==> src/sv/lcma_pkg.sv <==
package lcma_pkg;

  // Configuration register indexes.
  localparam logic [1:0] REG_WINDOW_LENGTH = 2'd0;
  localparam logic [1:0] REG_ZERO_OFFSET   = 2'd1;
  localparam logic [1:0] REG_SCALE_Q32     = 2'd2;

  localparam int unsigned WINDOW_RESET = 16;
  localparam logic [31:0] SCALE_RESET  = 32'd2899102;

  localparam int unsigned SAMPLE_W = 24;
  localparam int unsigned SUM_W    = 32;
  localparam int unsigned COUNT_W  = 8;
  localparam int unsigned FORCE_W  = 41;
  localparam int unsigned PROD_W   = 58;
  localparam int unsigned OUT_W    = 80;

  // Request from the sequencer to the divider.
  typedef struct packed {
    logic                    start;
    logic signed [SUM_W-1:0] dividend;
    logic [COUNT_W-1:0]      divisor;
  } div_req_t;

endpackage

==> src/sv/lcma_div.sv <==
module lcma_div
  import lcma_pkg::*;
(
  input  logic                    clk,
  input  logic                    rst,
  input  div_req_t                req,
  output logic                    done,
  output logic signed [SUM_W-1:0] quotient
);

  // Restoring division of the magnitude, one quotient bit per cycle.
  logic [SUM_W-1:0]   dq;
  logic [COUNT_W-1:0] rem;
  logic [COUNT_W-1:0] divisor;
  logic [4:0]         cnt;
  logic               busy;
  logic               neg;

  logic [COUNT_W:0]   trial;
  logic               ge;
  logic [COUNT_W-1:0] rem_next;
  logic [SUM_W-1:0]   dq_next;

  always_comb begin
    trial    = {rem, dq[SUM_W-1]};
    ge       = (trial >= {1'b0, divisor});
    rem_next = ge ? COUNT_W'(trial - {1'b0, divisor}) : trial[COUNT_W-1:0];
    dq_next  = {dq[SUM_W-2:0], ge};
  end

  always_ff @(posedge clk) begin
    if (rst) begin
      busy <= 1'b0;
      done <= 1'b0;
      cnt  <= '0;
    end else begin
      done <= 1'b0;
      if (req.start) begin
        busy <= 1'b1;
        cnt  <= '0;
      end else if (busy) begin
        cnt <= cnt + 5'd1;
        if (cnt == 5'd31) begin
          busy <= 1'b0;
          done <= 1'b1;
        end
      end
    end
  end

  always_ff @(posedge clk) begin
    if (req.start) begin
      neg     <= req.dividend[SUM_W-1];
      dq      <= req.dividend[SUM_W-1] ? SUM_W'(-req.dividend) : req.dividend;
      rem     <= '0;
      divisor <= req.divisor;
    end else if (busy) begin
      dq  <= dq_next;
      rem <= rem_next;
    end
  end

  assign quotient = neg ? -signed'(dq) : signed'(dq);

endmodule

==> config.mk <==
export PLATFORM = sky130hd
export DESIGN_NAME = lcma_div
export DESIGN_NICKNAME = d
export VERILOG_FILES = /design/src/sv/lcma_pkg.sv /design/src/sv/lcma_div.sv
export SDC_FILE = /design/constraint.sdc
export NUM_CORES = 1
export LEC_CHECK = 0
export BUFFER_PORTS_ARGS = -buffer_cell sky130_fd_sc_hd__buf_4
export CAP_MARGIN = 20
export CORE_ASPECT_RATIO = 2
export CORE_MARGIN = 3
export CORE_UTILIZATION = 53
export DETAILED_ROUTE_END_ITERATION = 10
export GPL_TIMING_DRIVEN = 0
export HOLD_SLACK_MARGIN = 0.08
export PLACE_DENSITY = 0.82
export SLEW_MARGIN = 20
export SYNTH_ARGS = -nofsm -noshare
export SYNTH_HDL_FRONTEND = slang
export SYNTH_SLANG_ARGS = --single-unit
==> constraint.sdc <==
create_clock -name clk -period 4.3 [get_ports clk]
set_clock_uncertainty 0.05 [all_clocks]
set_input_delay 0 -clock clk [delete_from_list [all_inputs] [get_ports clk]]
set_output_delay 0 -clock clk [all_outputs]
set_load 0.03 [all_outputs]
# After elaboration in Yosys (flattened, before gate mapping)
# Index checks and enable logic that the tools add are counted.
[totals]
reg_bits = 56
input_bits = 43
output_inout_bits = 33
word_cells = 26
[op_classes]
n_addsub = 4
n_lt_le_gt_ge = 1
eq_ne = 1
muxes = 9
bitwise = 1
reduce_logical = 3
[ops]
columns = ["operator", "n"]
rows = [
  ["32-bit two-way mux", 4],
  ["32-bit negation", 2],
  ["9-bit by 8-bit greater-or-equal comparator with 1-bit output", 1],
  ["8-bit two-way mux", 1],
  ["8-bit subtractor", 1],
  ["5-bit by 1-bit adder with 5-bit output (second input constant)", 1],
  ["5-bit equality test (second input constant)", 1],
  ["1-bit two-way mux", 4],
  ["3-bit OR reduction", 1],
  ["2-bit nonzero test", 1],
  ["2-bit OR reduction", 1],
  ["1-bit inverter", 1],
]

# Longest topological paths before layout
[logic_depth]
ltp_word = 4
ltp_mapped = 8
ltp_nobuf = 8

# Worst setup path before layout
# OpenSTA, ideal clock, no wires.
[synth_path]
path_type = "register to output"
startpoint = "register dq[4]"
endpoint = "output port quotient[11]"
t_arrival_ns = 2.309
required_ns = 4.250
slack_ns = 1.941
stages_incl_launch_ff = 6
path_buffers = 0
path_cell_list = "edfxtp_1 > or3_4 > or4_4 > o41ai_1 > nand2_1 > xor2_1"
[synth_via]
elab_chain_len = 2
[synth_lines]
columns = ["element", "line_no", "rtl"]
rows = [
  ["start, declared", "lcma_div.sv:12", "logic [SUM_W-1:0] dq;"],
  ["start signal, assigned", "lcma_div.sv:54", "dq <= req.dividend[SUM_W-1] ? SUM_W'(-req.dividend) : req.dividend;"],
  ["start signal, assigned", "lcma_div.sv:58", "dq <= dq_next;"],
  ["32-bit negation", "lcma_div.sv:63", "assign quotient = neg ? -signed'(dq) : signed'(dq);"],
  ["32-bit two-way mux", "lcma_div.sv:63", ""],
  ["end, declared", "lcma_div.sv:8", "output logic signed [SUM_W-1:0] quotient"],
]
# Every way passes these cells.

# Final worst setup path
[layout_path]
startpoint = "register dq[4]"
endpoint = "output port quotient[25]"
# The elaborated chain is that of the path after synthesis.

==> flow_summary.toml <==
[floorplanning]
fp.coreArea_mm2 = 0.00732
initial_core_util_pct = 55.1
die_area_mm2 = 0.00876
fp-row-count = 44
die_h_um = 129
die_w_um = 67.7
io_pins = 76

[timing]
setup_tns_ns = 0
final.min_clock_period_ns = 2.94
finalHoldViolCount = 0
slew_headroom_pct = 31.0
rsz0062_at_grt = "no"
worst_slew_pin_slew_ns = 1.03
fmax_mhz = 341
setup_violations = 0
slew_violations = 0
fin_crit_sh_pct = 68.3
worst_slack_ns = 1.36

[placement]
globalplace.congestion = 0.964
place_area_mm2 = 0.00472
detailedPlace.worstSlack_ns = 1.77
place_hpwl_um = 8720
io_buffers = 75
place_inst = 613

[clocking]
clock_latency_ns = 0.30
clock_sinks = 56
cts_tree = "yes"
clk_path_buf_depth = 2
cts_resized = 0
cts_inserted_buffers = 5
cts_root_buffer = "clkbuf_16"
htree_levels = 2
post_cts_buffers = 0
clk_pin_slew_ns = 0.07

[power]
power_frac_comb_pct = 35.2
vdd_drop_max_v = 0.000240
cellLeakagePower_nw = 1.97
p_seq_share_pct = 40.8
power_density_mw_per_mm2 = 339
internal-power_mw = 1.11
net-switching-power_mw = 0.620
p_sw_share_pct = 35.8
pwr-share-clk_pct = 24.0

[route]
vias = 3917
drcViolationCount = 0
drtIter0Drc = 261
ant_nets = 0
wl_um = 11500
wire_per_inst_um = 17.8
first_pass_iters = 5
drt-vias-per-instance = 6.05

[worst_setup_path]
rr_worst_depth = 8
crit_path_top_delay_cell = "nor4_1"
cp.required_ns = 4.25
crit_fanout = 5
crit_family = "simple AND/OR/NAND/NOR gates"
critPathArrivalTime_ns = 2.89
slowest_delay_ns = 0.79
r2r_slack_ns = 1.81
path_cells = "or3_4, nor4_1, nand3_2, o31ai_1, xnor2_1, buf_4"
r2r_start = "dq[31]"
worstSetupPathType = "flip-flop to output port"
critPathLaunchType = "flip-flop"
crit_path_start = "dq[4]"
cp.depth = 6
rr_endpoint = "rem[6]"
endpoint_kind = "output port"
cp_num_buf_inv = 1

[worst_hold_path]
hold_depth = 3
whs_endpoint = "dq[13]"
min_from = "req[21]"
min-delay-path-class = "input port to flip-flop"

[layout]
final_common_cell = "buf_4"
design_area_mm2 = 0.00512
n_antenna_cell = 0
syn2layout_area_growth_pct = 26.9
utilization_pct = 70.0
fin_nets = 610
mostFrequentLayoutCells = "buf_4, nor2_1, edfxtp_1"
n_fill_cell = 570
final_cells = 647
drive_gt1_share_pct = 19.1

[global_routing]
grt_max_degree = 33
grt_pass1_wl_um = 17900
grt_pass1_vias = 3864
top_usage_layer = "met2"
gr-usage-met1_pct = 25.3
gr-usage-all-layers_pct = 27.2
grt_overflow = 0
antenna_found_initial = 0
gr-usage-met3_pct = 3.04
use_met2_pct = 50.9

[synthesis]
synthesis.area_mm2 = 0.00404
yosys.area.top_type = "edfxtp_1"
synth_fp_nets = 502
yosysSeqAreaShare_pct = 37.9
syn-instance-count = 446
synth.ff_latch_count = 56
synth_top_area_share_pct = 30.5
yosysWarnings = 0
yosysUniqueCellTypes = 55
syn_area_per_cell_um2 = 9.05
synth_area_leaders = "edfxtp_1, xnor2_1, dfxtp_1"
async_reset_ff_share_pct = 0
ys.flop_type = "edfxtp_1"
synth-edff-count = 41

[outcome]
status = "finished, final reports clean"

[flow_run]
max_cap_viol_count = 0
power by group through the flow:
stage | Combinational [mW] | Sequential [mW] | Clock [mW]
final | 0.610 | 0.708 | 0.417
after CTS | 0.607 | 0.707 | 0.422
after global routing | 0.655 | 0.714 | 0.434
after detailed placement | 0.585 | 0.719 | 0
after floorplan | 0.386 | 0.697 | 0
after global placement | 0.576 | 0.717 | 0
metrics by stage:
stage / hold WS, ns / total power [mW]
floorplan: 0.0224 / 1.08
global placement: 0.127 / 1.29
detailed placement: 0.129 / 1.30
CTS: 0.0831 / 1.74
global route: 0.0976 / 1.80
finish: 0.0779 / 1.73
sequential cells by signal, indices dropped and copies added, names as in the netlist:
name / count
done: 1
dq: 32
rem: 8
busy: 1
divisor: 8
neg: 1
cnt: 5
cells by family after synthesis:
logic type / share of synthesized area [%]
and+or+nand+nor: 19.4
AOI/OAI and AO/OA: 19.5
xor gates and xnor gates: 13.9
DFF: 37.9
buffers and inverters: 4.03
adders and majority gates: 4.22
muxes: 1.02
per-layer routing:
metal  wire length (um)  vias to the layer above
met4                858                        0
met2               6340                      169
met1               3800                     1837
li1                   -                     1858
met3                529                       53
met5                  0                        -
layout make-up:
| cell class | instances | area [um2] | area share [%] |
|---|---|---|---|
| buffer | 21 | 83.8 | 1.64 |
| inverter | 21 | 78.8 | 1.54 |
| multi-input combinational | 348 | 2340 | 45.8 |
| sequential | 56 | 1530 | 29.9 |
| timing repair buffer | 101 | 823 | 16.1 |
| clock inverter | 3 | 21.3 | 0.415 |
| tap | 92 | 115 | 2.25 |
| clock buffer | 5 | 125 | 2.44 |
repair_timing:
| item | in CTS | in global routing |
|---|---|---|
| endpoints found under the hold margin | 34 | 0 |
| setup endpoints to repair | 0 | 0 |
| hold buffers | 26 | 0 |
Yosys cell counts (all sizes together), types with 6 or more instances:
cell type,number
o21ai,25
o41ai,16
nand3,12
inv,20
or4,7
xnor2,35
dfxtp,15
xor2,29
clkbuf,18
nand2,26
nor3,10
ha,12
edfxtp,41
o31ai,17
nor2,52
nor4,7
or2,7
a21oi,36
or3,8
nand3b,6
worst max-delay path by stage:
stage | end | slack [ns]
after floorplan | quotient[11] | 1.94
after global placement | quotient[31] | 1.82
after detailed placement | quotient[26] | 1.77
after CTS | quotient[25] | 1.44
after global routing | quotient[25] | 1.32
final | quotient[25] | 1.36
worst reg2reg max path: stages (launching register included):
cell and delay, ns:
edfxtp_1 0.46, inv_1 0.07, ha_1 0.26, fa_1 0.44
nand2b_1 0.21, a2111o_1 0.39, o211ai_1 0.13, o21ai_0 0.14
a311oi_1 0.26
Power figures use the tool's default switching activity.
